==> src/design/lwrf_pkg.sv <==
// Shared types, widths, register indexes and reset values for the launcher wheel control.
`timescale 1ns / 1ps

package lwrf_pkg;

    localparam int SPEED_W   = 17;
    localparam int WHEEL_W   = 18;
    localparam int STEP_W    = 16;
    localparam int FACTOR_W  = 8;
    localparam int FEED_W    = 20;
    localparam int PERIOD_W  = 8;
    localparam int POS_W     = 32;
    localparam int HEAT_W    = 16;
    localparam int TICK_W    = 7;
    localparam int CFG_IDX_W = 3;
    localparam int CFG_DATA_W = 20;

    localparam int IN_BITS   = 71;
    localparam int IN_DATA_W = 72;
    localparam int OUT_BITS  = 142;
    localparam int OUT_DATA_W = 144;

    // configuration register indexes
    localparam logic [CFG_IDX_W-1:0] REG_INNER_SPEED_MAX = 3'd0;
    localparam logic [CFG_IDX_W-1:0] REG_OUTER_SPEED_MAX = 3'd1;
    localparam logic [CFG_IDX_W-1:0] REG_RAMP_STEP       = 3'd2;
    localparam logic [CFG_IDX_W-1:0] REG_DECAY_FACTOR    = 3'd3;
    localparam logic [CFG_IDX_W-1:0] REG_FEED_STEP       = 3'd4;
    localparam logic [CFG_IDX_W-1:0] REG_ENABLE_PERIOD   = 3'd5;

    localparam logic [SPEED_W-1:0]  RST_INNER_SPEED_MAX = 17'd102400;
    localparam logic [SPEED_W-1:0]  RST_OUTER_SPEED_MAX = 17'd102400;
    localparam logic [STEP_W-1:0]   RST_RAMP_STEP       = 16'd1280;
    localparam logic [FACTOR_W-1:0] RST_DECAY_FACTOR    = 8'd230;
    localparam logic [FEED_W-1:0]   RST_FEED_STEP       = 20'd5787;
    localparam logic [PERIOD_W-1:0] RST_ENABLE_PERIOD   = 8'd125;

    localparam logic [PERIOD_W-1:0] PERIOD_MAX = 8'd128;

    // remote switch codes
    localparam logic [1:0] SW_OFF = 2'd0;
    localparam logic [1:0] SW_ON  = 2'd1;

    typedef struct packed {
        logic [SPEED_W-1:0]  inner_speed_max;
        logic [SPEED_W-1:0]  outer_speed_max;
        logic [STEP_W-1:0]   ramp_step;
        logic [FACTOR_W-1:0] decay_factor;
        logic [FEED_W-1:0]   feed_step;
        logic [PERIOD_W-1:0] enable_period;
    } cfg_t;

    // packed so that the last field sits in the lowest bits of tdata
    typedef struct packed {
        logic signed [POS_W-1:0] motor_position;
        logic [HEAT_W-1:0]       heat_limit;
        logic [HEAT_W-1:0]       barrel_heat;
        logic                    scroll_down;
        logic                    fire_button;
        logic [1:0]              wheel_switch;
        logic                    shift_key;
        logic                    ctrl_key;
        logic                    safe_mode;
    } in_item_t;

    typedef struct packed {
        logic                      enable_pulse;
        logic                      feed_full_speed;
        logic signed [POS_W-1:0]   feed_target;
        logic signed [WHEEL_W-1:0] wheel_5;
        logic signed [WHEEL_W-1:0] wheel_4;
        logic signed [WHEEL_W-1:0] wheel_3;
        logic signed [WHEEL_W-1:0] wheel_2;
        logic signed [WHEEL_W-1:0] wheel_1;
        logic signed [WHEEL_W-1:0] wheel_0;
    } result_t;

endpackage

==> src/design/lwrf_cfg_regs.sv <==
// Configuration register file for the launcher wheel control.
`timescale 1ns / 1ps

module lwrf_cfg_regs (
    input  logic                             clk,
    input  logic                             rst_n,
    input  logic                             cfg_wr_en,
    input  logic [lwrf_pkg::CFG_IDX_W-1:0]   cfg_addr,
    input  logic [lwrf_pkg::CFG_DATA_W-1:0]  cfg_wdata,
    output lwrf_pkg::cfg_t                   cfg
);

    lwrf_pkg::cfg_t cfg_reg;
    lwrf_pkg::cfg_t cfg_next;

    always_comb
    begin
        cfg_next = cfg_reg;
        if (cfg_wr_en)
        begin
            unique case (cfg_addr)
                lwrf_pkg::REG_INNER_SPEED_MAX:
                    cfg_next.inner_speed_max = cfg_wdata[lwrf_pkg::SPEED_W-1:0];
                lwrf_pkg::REG_OUTER_SPEED_MAX:
                    cfg_next.outer_speed_max = cfg_wdata[lwrf_pkg::SPEED_W-1:0];
                lwrf_pkg::REG_RAMP_STEP:
                    cfg_next.ramp_step = cfg_wdata[lwrf_pkg::STEP_W-1:0];
                lwrf_pkg::REG_DECAY_FACTOR:
                    cfg_next.decay_factor = cfg_wdata[lwrf_pkg::FACTOR_W-1:0];
                lwrf_pkg::REG_FEED_STEP:
                    cfg_next.feed_step = cfg_wdata[lwrf_pkg::FEED_W-1:0];
                lwrf_pkg::REG_ENABLE_PERIOD:
                    cfg_next.enable_period = cfg_wdata[lwrf_pkg::PERIOD_W-1:0];
                default:
                    cfg_next = cfg_reg;
            endcase
        end
    end

    always_ff @(posedge clk or negedge rst_n)
    begin
        if (!rst_n)
        begin
            cfg_reg.inner_speed_max <= lwrf_pkg::RST_INNER_SPEED_MAX;
            cfg_reg.outer_speed_max <= lwrf_pkg::RST_OUTER_SPEED_MAX;
            cfg_reg.ramp_step       <= lwrf_pkg::RST_RAMP_STEP;
            cfg_reg.decay_factor    <= lwrf_pkg::RST_DECAY_FACTOR;
            cfg_reg.feed_step       <= lwrf_pkg::RST_FEED_STEP;
            cfg_reg.enable_period   <= lwrf_pkg::RST_ENABLE_PERIOD;
        end
        else
        begin
            cfg_reg <= cfg_next;
        end
    end

    assign cfg = cfg_reg;

endmodule

==> src/design/lwrf_core.sv <==
// Control state and per-tick update: wheel ramp/decay, feed accumulator, enable counter.
`timescale 1ns / 1ps

module lwrf_core (
    input  logic                clk,
    input  logic                rst_n,
    input  lwrf_pkg::cfg_t      cfg,
    input  logic                step,
    input  lwrf_pkg::in_item_t  item,
    output lwrf_pkg::result_t   result
);

    localparam int PROD_W = lwrf_pkg::SPEED_W + lwrf_pkg::FACTOR_W;

    logic                          wheels_on_reg, wheels_on_next;
    logic [lwrf_pkg::SPEED_W-1:0]  inner_speed_reg, inner_speed_next;
    logic [lwrf_pkg::SPEED_W-1:0]  outer_speed_reg, outer_speed_next;
    logic [lwrf_pkg::POS_W-1:0]    feed_accum_reg, feed_accum_next;
    logic [lwrf_pkg::TICK_W-1:0]   tick_count_reg, tick_count_next;

    logic                          switch_on;
    logic [lwrf_pkg::SPEED_W:0]    inner_ramp, outer_ramp;
    logic [lwrf_pkg::SPEED_W-1:0]  inner_up, outer_up;
    logic [PROD_W-1:0]             inner_prod, outer_prod;
    logic [lwrf_pkg::SPEED_W-1:0]  inner_new, outer_new;
    logic                          fire;
    logic                          overheat;
    logic [lwrf_pkg::POS_W-1:0]    accum_fired;
    logic [lwrf_pkg::PERIOD_W-1:0] eff_period;
    logic [lwrf_pkg::PERIOD_W-1:0] tick_inc;
    logic                          at_last_tick;

    // off request wins over on request; otherwise the flag holds
    always_comb
    begin
        if (item.ctrl_key || item.wheel_switch == lwrf_pkg::SW_OFF)
            switch_on = 1'b0;
        else if (item.shift_key || item.wheel_switch == lwrf_pkg::SW_ON)
            switch_on = 1'b1;
        else
            switch_on = wheels_on_reg;
    end

    // ramp with clamp, or decay by the Q0.8 factor
    always_comb
    begin
        inner_ramp = {1'b0, inner_speed_reg} + {2'b00, cfg.ramp_step};
        outer_ramp = {1'b0, outer_speed_reg} + {2'b00, cfg.ramp_step};
        inner_up = (inner_ramp > {1'b0, cfg.inner_speed_max}) ?
                   cfg.inner_speed_max : inner_ramp[lwrf_pkg::SPEED_W-1:0];
        outer_up = (outer_ramp > {1'b0, cfg.outer_speed_max}) ?
                   cfg.outer_speed_max : outer_ramp[lwrf_pkg::SPEED_W-1:0];
        inner_prod = PROD_W'(inner_speed_reg) * PROD_W'(cfg.decay_factor);
        outer_prod = PROD_W'(outer_speed_reg) * PROD_W'(cfg.decay_factor);
        inner_new = switch_on ? inner_up : inner_prod[PROD_W-1:lwrf_pkg::FACTOR_W];
        outer_new = switch_on ? outer_up : outer_prod[PROD_W-1:lwrf_pkg::FACTOR_W];
    end

    assign fire        = item.fire_button | item.scroll_down;
    assign overheat    = item.barrel_heat >= item.heat_limit;
    assign accum_fired = fire ? feed_accum_reg - {12'd0, cfg.feed_step} : feed_accum_reg;

    // clamp the period to 1..128
    always_comb
    begin
        if (cfg.enable_period == '0)
            eff_period = lwrf_pkg::PERIOD_W'(1);
        else if (cfg.enable_period > lwrf_pkg::PERIOD_MAX)
            eff_period = lwrf_pkg::PERIOD_MAX;
        else
            eff_period = cfg.enable_period;
    end

    assign tick_inc     = {1'b0, tick_count_reg} + lwrf_pkg::PERIOD_W'(1);
    assign at_last_tick = tick_inc == eff_period;

    always_comb
    begin
        wheels_on_next   = wheels_on_reg;
        inner_speed_next = inner_speed_reg;
        outer_speed_next = outer_speed_reg;
        feed_accum_next  = feed_accum_reg;
        tick_count_next  = tick_count_reg;
        if (step)
        begin
            tick_count_next = (tick_inc >= eff_period) ? '0 : tick_inc[lwrf_pkg::TICK_W-1:0];
            if (!item.safe_mode)
            begin
                wheels_on_next   = switch_on;
                inner_speed_next = inner_new;
                outer_speed_next = outer_new;
                if (!overheat)
                    feed_accum_next = accum_fired;
            end
        end
    end

    always_ff @(posedge clk or negedge rst_n)
    begin
        if (!rst_n)
        begin
            wheels_on_reg   <= 1'b0;
            inner_speed_reg <= '0;
            outer_speed_reg <= '0;
            feed_accum_reg  <= '0;
            tick_count_reg  <= '0;
        end
        else
        begin
            wheels_on_reg   <= wheels_on_next;
            inner_speed_reg <= inner_speed_next;
            outer_speed_reg <= outer_speed_next;
            feed_accum_reg  <= feed_accum_next;
            tick_count_reg  <= tick_count_next;
        end
    end

    always_comb
    begin
        if (item.safe_mode)
        begin
            result.wheel_0         = '0;
            result.wheel_1         = '0;
            result.wheel_2         = '0;
            result.wheel_3         = '0;
            result.wheel_4         = '0;
            result.wheel_5         = '0;
            result.feed_target     = item.motor_position;
            result.feed_full_speed = 1'b0;
            result.enable_pulse    = 1'b0;
        end
        else
        begin
            result.wheel_0         = lwrf_pkg::WHEEL_W'(0) - {1'b0, inner_new};
            result.wheel_1         = {1'b0, inner_new};
            result.wheel_2         = {1'b0, inner_new};
            result.wheel_3         = lwrf_pkg::WHEEL_W'(0) - {1'b0, outer_new};
            result.wheel_4         = {1'b0, outer_new};
            result.wheel_5         = {1'b0, outer_new};
            result.feed_target     = overheat ? item.motor_position : accum_fired;
            result.feed_full_speed = 1'b1;
            result.enable_pulse    = at_last_tick;
        end
    end

    a_pulse_wraps_count: assert property (@(posedge clk) disable iff (!rst_n)
        step && result.enable_pulse |=> tick_count_reg == '0)
        else $error("tick counter did not wrap after an enable pulse");

    a_safe_holds_state: assert property (@(posedge clk) disable iff (!rst_n)
        step && item.safe_mode |=> $stable(feed_accum_reg) && $stable(wheels_on_reg)
                                   && $stable(inner_speed_reg))
        else $error("safe mode tick changed control state");

    a_ramp_clamped: assert property (@(posedge clk) disable iff (!rst_n)
        step && !item.safe_mode && switch_on
        |=> inner_speed_reg <= $past(cfg.inner_speed_max)
            && outer_speed_reg <= $past(cfg.outer_speed_max))
        else $error("ramped speed above its limit");

endmodule

==> src/design/launcher_wheel_ramp_and_feed_control_unit.sv <==
// Top level: stream ports, input and result registers around the control core.
`timescale 1ns / 1ps

// Launcher wheel ramp and feed control. Each input word is one control tick and
// produces exactly one result word. The block takes a word every clock cycle
// when the output side keeps up; a word passes an input register and then a
// result register, which drives its result on m_tdata. With m_tready low the
// input keeps accepting until both registers hold a word, then s_tready drops.
// The tick counter and, outside safe mode, the wheel speeds and feed accumulator
// update in the cycle a word moves from the input register to the result
// register, which sets the one-per-cycle rate. Configuration is written
// through cfg_wr_en/cfg_addr/cfg_wdata; the user must do so only while idle,
// as the block itself does not enforce it. Addresses beyond the register list
// are ignored.
module launcher_wheel_ramp_and_feed_control_unit (
    input  logic                              clk,
    input  logic                              rst_n,
    input  logic                              s_tvalid,
    output logic                              s_tready,
    // safe_mode, ctrl_key, shift_key, wheel_switch[1:0], fire_button, scroll_down,
    // barrel_heat[15:0], heat_limit[15:0], motor_position[31:0], zero pad
    input  logic [lwrf_pkg::IN_DATA_W-1:0]    s_tdata,
    output logic                              m_tvalid,
    input  logic                              m_tready,
    // wheel_0..wheel_5 [17:0] each, feed_target[31:0], feed_full_speed,
    // enable_pulse, zero pad
    output logic [lwrf_pkg::OUT_DATA_W-1:0]   m_tdata,
    input  logic                              cfg_wr_en,
    input  logic [lwrf_pkg::CFG_IDX_W-1:0]    cfg_addr,
    input  logic [lwrf_pkg::CFG_DATA_W-1:0]   cfg_wdata
);

    lwrf_pkg::cfg_t     cfg;
    lwrf_pkg::in_item_t in_reg;
    lwrf_pkg::result_t  out_reg;
    lwrf_pkg::result_t  result;
    logic               in_valid_reg, in_valid_next;
    logic               out_valid_reg, out_valid_next;
    logic               advance;
    logic               step;
    logic               take;

    lwrf_cfg_regs u_cfg (
        .clk       (clk),
        .rst_n     (rst_n),
        .cfg_wr_en (cfg_wr_en),
        .cfg_addr  (cfg_addr),
        .cfg_wdata (cfg_wdata),
        .cfg       (cfg)
    );

    lwrf_core u_core (
        .clk    (clk),
        .rst_n  (rst_n),
        .cfg    (cfg),
        .step   (step),
        .item   (in_reg),
        .result (result)
    );

    // result register free or being drained
    assign advance  = !out_valid_reg || m_tready;
    assign step     = in_valid_reg && advance;
    assign s_tready = !in_valid_reg || advance;
    assign take     = s_tvalid && s_tready;

    always_comb
    begin
        in_valid_next  = s_tready ? s_tvalid : in_valid_reg;
        out_valid_next = advance ? in_valid_reg : out_valid_reg;
    end

    always_ff @(posedge clk or negedge rst_n)
    begin
        if (!rst_n)
        begin
            in_valid_reg  <= 1'b0;
            out_valid_reg <= 1'b0;
        end
        else
        begin
            in_valid_reg  <= in_valid_next;
            out_valid_reg <= out_valid_next;
        end
    end

    always_ff @(posedge clk)
    begin
        if (take)
            in_reg <= lwrf_pkg::in_item_t'(s_tdata[lwrf_pkg::IN_BITS-1:0]);
        if (step)
            out_reg <= result;
    end

    assign m_tvalid = out_valid_reg;
    assign m_tdata  = {(lwrf_pkg::OUT_DATA_W - lwrf_pkg::OUT_BITS)'(0), out_reg};

    a_full_input_blocks: assert property (@(posedge clk) disable iff (!rst_n)
        !s_tready |-> in_valid_reg && out_valid_reg && !m_tready)
        else $error("input stalled without a blocked result");

    a_step_fills_output: assert property (@(posedge clk) disable iff (!rst_n)
        step |=> out_valid_reg)
        else $error("processed word did not reach the result register");

    a_stall_keeps_input: assert property (@(posedge clk) disable iff (!rst_n)
        in_valid_reg && !advance |=> in_valid_reg)
        else $error("word dropped from the input register while stalled");

endmodule
==> config.mk <==
export PLATFORM = sky130hd
export DESIGN_NAME = launcher_wheel_ramp_and_feed_control_unit
export DESIGN_NICKNAME = d
export VERILOG_FILES = /design/src/design/lwrf_pkg.sv /design/src/design/lwrf_cfg_regs.sv /design/src/design/lwrf_core.sv /design/src/design/launcher_wheel_ramp_and_feed_control_unit.sv
export SDC_FILE = /design/constraint.sdc
export NUM_CORES = 1
export LEC_CHECK = 0
export BUFFER_PORTS_ARGS = -buffer_cell sky130_fd_sc_hd__buf_4
export CAP_MARGIN = 20
export CORE_MARGIN = 2
export CORE_UTILIZATION = 47
export CTS_CLUSTER_DIAMETER = 40
export DETAILED_ROUTE_END_ITERATION = 7
export GPL_TIMING_DRIVEN = 0
export PLACE_DENSITY_LB_ADDON = 0.12
export REMOVE_ABC_BUFFERS = 1
export SLEW_MARGIN = 20
export SYNTH_ARGS = -nofsm -noshare
export SYNTH_HDL_FRONTEND = slang
export SYNTH_SLANG_ARGS = --single-unit
==> constraint.sdc <==
create_clock -name clk -period 12.9 [get_ports clk]
set_clock_uncertainty 0.2 [all_clocks]
set_input_delay 2.58 -clock clk [delete_from_list [all_inputs] [get_ports clk]]
set_output_delay 2.58 -clock clk [all_outputs]
set_load 0.02 [all_outputs]
---- Yosys cells after proc, flatten, opt, wreduce, memory -nomap -nowiden ----
Cells that the tools add are included.
operators by class
  add/subtract/negate cells ............... 6
  multiply operators ...................... 2
  $lt $le $gt $ge ......................... 5
  eq/ne operators ......................... 7
  multiplexer cells ....................... 12
  bitwise gates (word level) .............. 3
  reductions and logical operators ........ 19
operator list
  operator               number
  $mux 141               1
  $mux 17                4
  $mux 32                2
  $mul 17x8->25          2
  $add 17x16->18         2
  $gt 18x17->1           2
  $sub 1x17->18 const A  2
  $sub 32x20->32         1
  $ge 16x16->1           1
  $mux 8                 2
  $reduce_and 2->1       7
  $add 7x1->8 const B    1
  $eq 8x8->1             1
  $ge 8x8->1             1
  $gt 8x8->1 const B     1
  $logic_not 8->1        1
  $mux 7                 1
  $eq 3x2->1 const B     2
  $eq 3x3->1 const B     2
  $logic_or 1x1->1       4
  $eq 3x1->1 const B     1
  $logic_not 3->1        1
  $reduce_and 3->1       1
  $eq 2x1->1 const B     1
  other kinds (6)        10
storage, ports and cells
  register bits ........................... 341
  bits of input ports ..................... 100
  output and inout bits ................... 146
  logic and storage cells ................. 87

---- Depth between registers and ports, before layout ----
  depth after elaboration ................. 7
  mapped depth ............................ 24
  depth with buffers taken out ............ 23

---- Cells and area by module ----
From an unflattened synthesis, not the netlist that was laid out.
unflattened totals
  cell total of the unflattened synthesis .. 2584
  area, all modules ....................... 27747.9 µm²
by module, submodules not included
  module                                     instances  cells an instance  area an instance (µm²)
  lwrf_core                                  1          2174               17908.4
  launcher_wheel_ramp_and_feed_control_unit  1          224                6518.8
  lwrf_cfg_regs                              1          186                3320.7

---- Least setup slack after synthesis ----
OpenSTA, ideal clock, no wires.
  path type ............................... register to register
  start ................................... register u_cfg.cfg_reg, in the netlist u_cfg.cfg[34]
  end ..................................... register out_reg, in the netlist m_tdata[70], data pin
  library setup time ...................... 0.147 ns
  data arrival time ....................... 5.958 ns
  data required time ...................... 12.553 ns
  path slack .............................. 6.595 ns
  cell stages (with the launch flop) ...... 21
  buffers on the path ..................... 1
  period minus slack after synthesis ...... 6.305 ns
  path through ............................ dfstp_2 -> clkbuf_1 -> and2_1 -> fa_1 -> fa_1 -> fa_1 -> inv_1 -> fa_1 -> inv_1 -> ha_1 -> and3_1 -> a221oi_2 -> nor2b_1 -> a311o_1 -> a41oi_1 -> xnor2_1 -> o211ai_2 -> nor4_4 -> nand4b_2 -> or4_1 -> a21oi_1
between the ends
  longest elaborated chain between the ends .. 3
RTL lines
  element                   line                                             source
  start: declaration        lwrf_cfg_regs.sv:13                              lwrf_pkg::cfg_t cfg_reg;
  start signal: assignment  lwrf_cfg_regs.sv:53                              cfg_reg <= cfg_next;
  $mul 17x8->25             lwrf_core.sv:54                                  outer_prod = PROD_W'(outer_speed_reg) * PROD_W'(cfg.decay_factor);
  $mux 17                   lwrf_core.sv:56                                  outer_new = switch_on ? outer_up : outer_prod[PROD_W-1:lwrf_pkg::FACTOR_W];
  $sub 1x17->18             lwrf_core.sv:137                                 result.wheel_3 = lwrf_pkg::WHEEL_W'(0) - {1'b0, outer_new};
  end signal: assignment    launcher_wheel_ramp_and_feed_control_unit.sv:92  out_reg <= result;
  end: declaration          launcher_wheel_ramp_and_feed_control_unit.sv:35  lwrf_pkg::result_t out_reg;
No other way between the ends.
A chain may end at the register's enable or synchronous reset.

---- Final worst setup path ----
  start ................................... register u_cfg.cfg_reg, in the netlist u_cfg.cfg[30]
  end ..................................... register out_reg, in the netlist m_tdata[16], data pin
between the ends
  longest elaborated chain between the ends .. 3
RTL lines
  element        line              source
  $mul 17x8->25  lwrf_core.sv:53   inner_prod = PROD_W'(inner_speed_reg) * PROD_W'(cfg.decay_factor);
  $mux 17        lwrf_core.sv:55   inner_new = switch_on ? inner_up : inner_prod[PROD_W-1:lwrf_pkg::FACTOR_W];
  $sub 1x17->18  lwrf_core.sv:134  result.wheel_0 = lwrf_pkg::WHEEL_W'(0) - {1'b0, inner_new};
No other way between the ends.

==> implementation parameters <==
Parameter                              Value

Outcome
  Result of the run    completed

Timing
  Total Neg Setup Slack    0 ns
  Unrepaired setup endpoints after global routing    false
  Peak clock frequency supported by timing    132.8 MHz
  Worst-margin pin slew    1.083 ns
  Number of slew-limit violations in the final report    0
  Setup slack of the critical path after layout    5.370 ns
  Final Cycle Share    58.37%
  Final Hold Vio Count    0
  Finish-stage setup viols    0
  Relative max-transition margin    27.43%
  Worst hold slack across all endpoints    0.2858 ns
  Final Critical Period    7.530 ns

Place
  Number of port buffers    238
  Placer congestion estimate    0.9079
  Placed wire-length estimate    49.44 mm
  Worst setup slack before clock tree synthesis    5.421 ns

Clock network
  Clock tree from TritonCTS    yes
  Post-cts sizing count    0
  Buffer count from post-CTS setup fixing    0
  CTS max path bufs    3
  TritonCTS Sinks    335
  H-tree levels    2
  Clock latency reported for the late side of the worst-skew pair    0.61 ns
  Number of buffers created by CTS    57
  CTS hold repair buffers    0
  Cell at the root of the clock tree    sky130_fd_sc_hd__clkbuf_16
  Clock transition at path regs    0.06 ns

Detailed routing
  Vias per cell    5.406
  Detailed-route wire length    67.10 mm
  Remaining DRCs    0
  Detailed-routed wire length on met2    32.67 mm
  Met3 routed wirelength    2.936 mm
  Residual antenna-violating net count after detailed routing    0
  Met1 wire length    29.66 mm
  Count of TritonRoute iterations in the first routing pass    5
  Wirelength per Cell    18.24 um
  Count of vias placed by the detailed router    19890
  Number of DRC violations after detailed-routing iteration 0    1342
  Highest routed layer    met5

Synthesis
  Number of enable-type register cells in the synthesized netlist    173
  Post-Synthesis Cell Area    26390 sq um
  Area share of the largest cell type after synthesis    19.69%
  Sequential cell area fraction in the yosys report    35.18%
  Gate count after technology mapping    2688
  Yosys warning total    0
  Synth top area cells    sky130_fd_sc_hd__edfxtp_1 (20%), sky130_fd_sc_hd__fa_1 (14%), sky130_fd_sc_hd__dfrtp_1 (13%)
  Post-synthesis sequential element count    335
  Unique masters post-synth    90
  Post-synthesis average cell area    9.817 sq um
  Prevailing post-synth register cell    sky130_fd_sc_hd__edfxtp_1
  Async set or reset register ratio after synthesis    48.36%
  Largest area contributor in the netlist    sky130_fd_sc_hd__edfxtp_1

Setup path
  Sort of element at the end of the critical path    flop
  Critical Setup Path Class    reg -> reg
  Worst endpoint data arrival time    7.77 ns
  Largest stage delay on the critical path    1.07 ns
  Largest delay contributor family on the critical path    adder cells
  Critical path startpoint category    flop
  Peak fanout along the critical path    35
  Most common cell on crit path    sky130_fd_sc_hd__fa_1
  List of cells traversed by the critical path    nand2_1, fa_1, fa_1, inv_1, fa_1, inv_1, fa_1, inv_1, ha_1, a21oi_2, o21ai_1, a211oi_2, nor2b_1, or3_1, and3_1, a221o_1, nor3b_2, nand3_2, or4_1, a21oi_1
  Critical path's slowest cell    sky130_fd_sc_hd__dfstp_2
  Data required time at the worst endpoint    13.15 ns
  Number of buffer and inverter stages on the critical path    3

Floorplan
  Effective utilization at floorplan    47.71%
  Die height    241.0 um
  Total Die Area    58060 sq um
  Io pins    246
  FP Rows    86
  Core outline area    55310 sq um
  Die Wd    241.0 um

GRT
  GRT overflow    0
  Initial antenna violation count    4
  Maximum number of pins on one net before global-route repair    88
  Wire length of the first global-routing pass    108.0 mm
  Global routing usage summed across all routing layers    23.68%
  Number of global-route vias before repair    20320

Layout
  Max FFs per register    102
  Number of nets in the layout    3360
  Area growth syn-to-layout    16.64%
  Ratio of cells with drive above 1 in the final layout    16.58%
  Number of antenna repair diodes    0
  Commonest non-fill, non-tap cell in the layout    sky130_fd_sc_hd__inv_1
  Leading cell types in the layout, fill and taps excluded    sky130_fd_sc_hd__inv_1 (308), sky130_fd_sc_hd__nand2_1 (278), sky130_fd_sc_hd__buf_4 (246)

Hold path
  Worst Hold Class    reg -> reg

Job
  MaxCap Viol Count    0
metrics by stage:
| stage | cell area [sq um] | util [%] | instances |
|---|---|---|---|
| final | 30780 | 55.65 | 3679 |
| after global routing | 30780 | 55.65 | 3679 |
| after CTS | 30770 | 55.64 | 3678 |
| after detailed placement | 28860 | 52.17 | 3570 |
| after global placement | 28470 | 51.47 | 3548 |
| after floorplan | 25750 | - | 2562 |
metal layers:
layer / global-route usage [%] / vias up
met1: 31.91 / 9828
li1: - / 9496
met2: 39.59 / 445
met5: 0 / -
met4: 7.164 / 6
met3: 3.500 / 115
area by class of cell:
type	count	area (sq um)
multi-input cells	1918	15360
flip-flops and latches	335	9286
fillers	5016	24530
well taps	748	935.9
inverters	309	1165
clock inverters	40	417.9
clock buffers	68	1499
repair buffers	261	2121
tightest hold or removal path, cell delays in order (launching register included):
cell,delay (ns)
sky130_fd_sc_hd__dfrtp_1,0.34
sky130_fd_sc_hd__nand2_1,0.05
sky130_fd_sc_hd__o21ai_0,0.06
cells by family (layout without fill, tap and decap cells):
| kind of cell | Yosys count | after routing | share of synthesized area [%] |
|---|---|---|---|
| AO/OA/AOI/OAI | 485 | 485 | 11.79 |
| multiplexers | 57 | 57 | 2.390 |
| AND/OR/NAND/NOR | 893 | 893 | 17.37 |
| adder cells (fa/ha/maj) | 378 | 378 | 23.07 |
| buffers and inverters | 440 | 678 | 6.903 |
| flip-flops | 335 | 335 | 35.18 |
| other | 1 | 6 | 0.01421 |
| XOR/XNOR | 99 | 99 | 3.286 |
synthesized netlist by cell type (all sizes together), types with 5 or more instances:
master   count
a21o        35
and3        17
nor4        12
o21a        13
a2111oi      5
a211oi      23
a31oi       30
and2       242
a22oi        6
nor2       147
nor2b       17
mux2        45
nand4       20
nor3        32
xor2        34
or4          8
nand4b       6
and4         6
a221oi       7
inv        309
o21ai      170
o211ai      18
ha         197
o31ai       12
dfrtp      135
nand2      280
nand2b      19
a311o        5
clkbuf      74
a31o         6
or3         20
a21oi      109
fa         181
xnor2       65
edfxtp     173
dfstp       27
nand3       49
buf         57
mux2i       12
nor3b        7
final timing paths:
path	to	cells after the start	slack (ns)	startpoint
max in group asynchronous	u_cfg.cfg[44]	2	9.83	rst_n
worst min-delay path	u_core.wheels_on_reg	2	0.29	u_core.wheels_on_reg
worst min register to register	u_core.wheels_on_reg	2	0.29	u_core.wheels_on_reg
worst max register to register	m_tdata[16]	20	5.37	u_cfg.cfg[30]
worst max-delay path	m_tdata[16]	20	5.37	u_cfg.cfg[30]
min in group asynchronous	u_core.feed_accum_reg[31]	1	1.75	rst_n
Power is left out: the tool's default activity adds up to more than one toggle a clock period on the data nets, which glitch-free logic cannot reach.
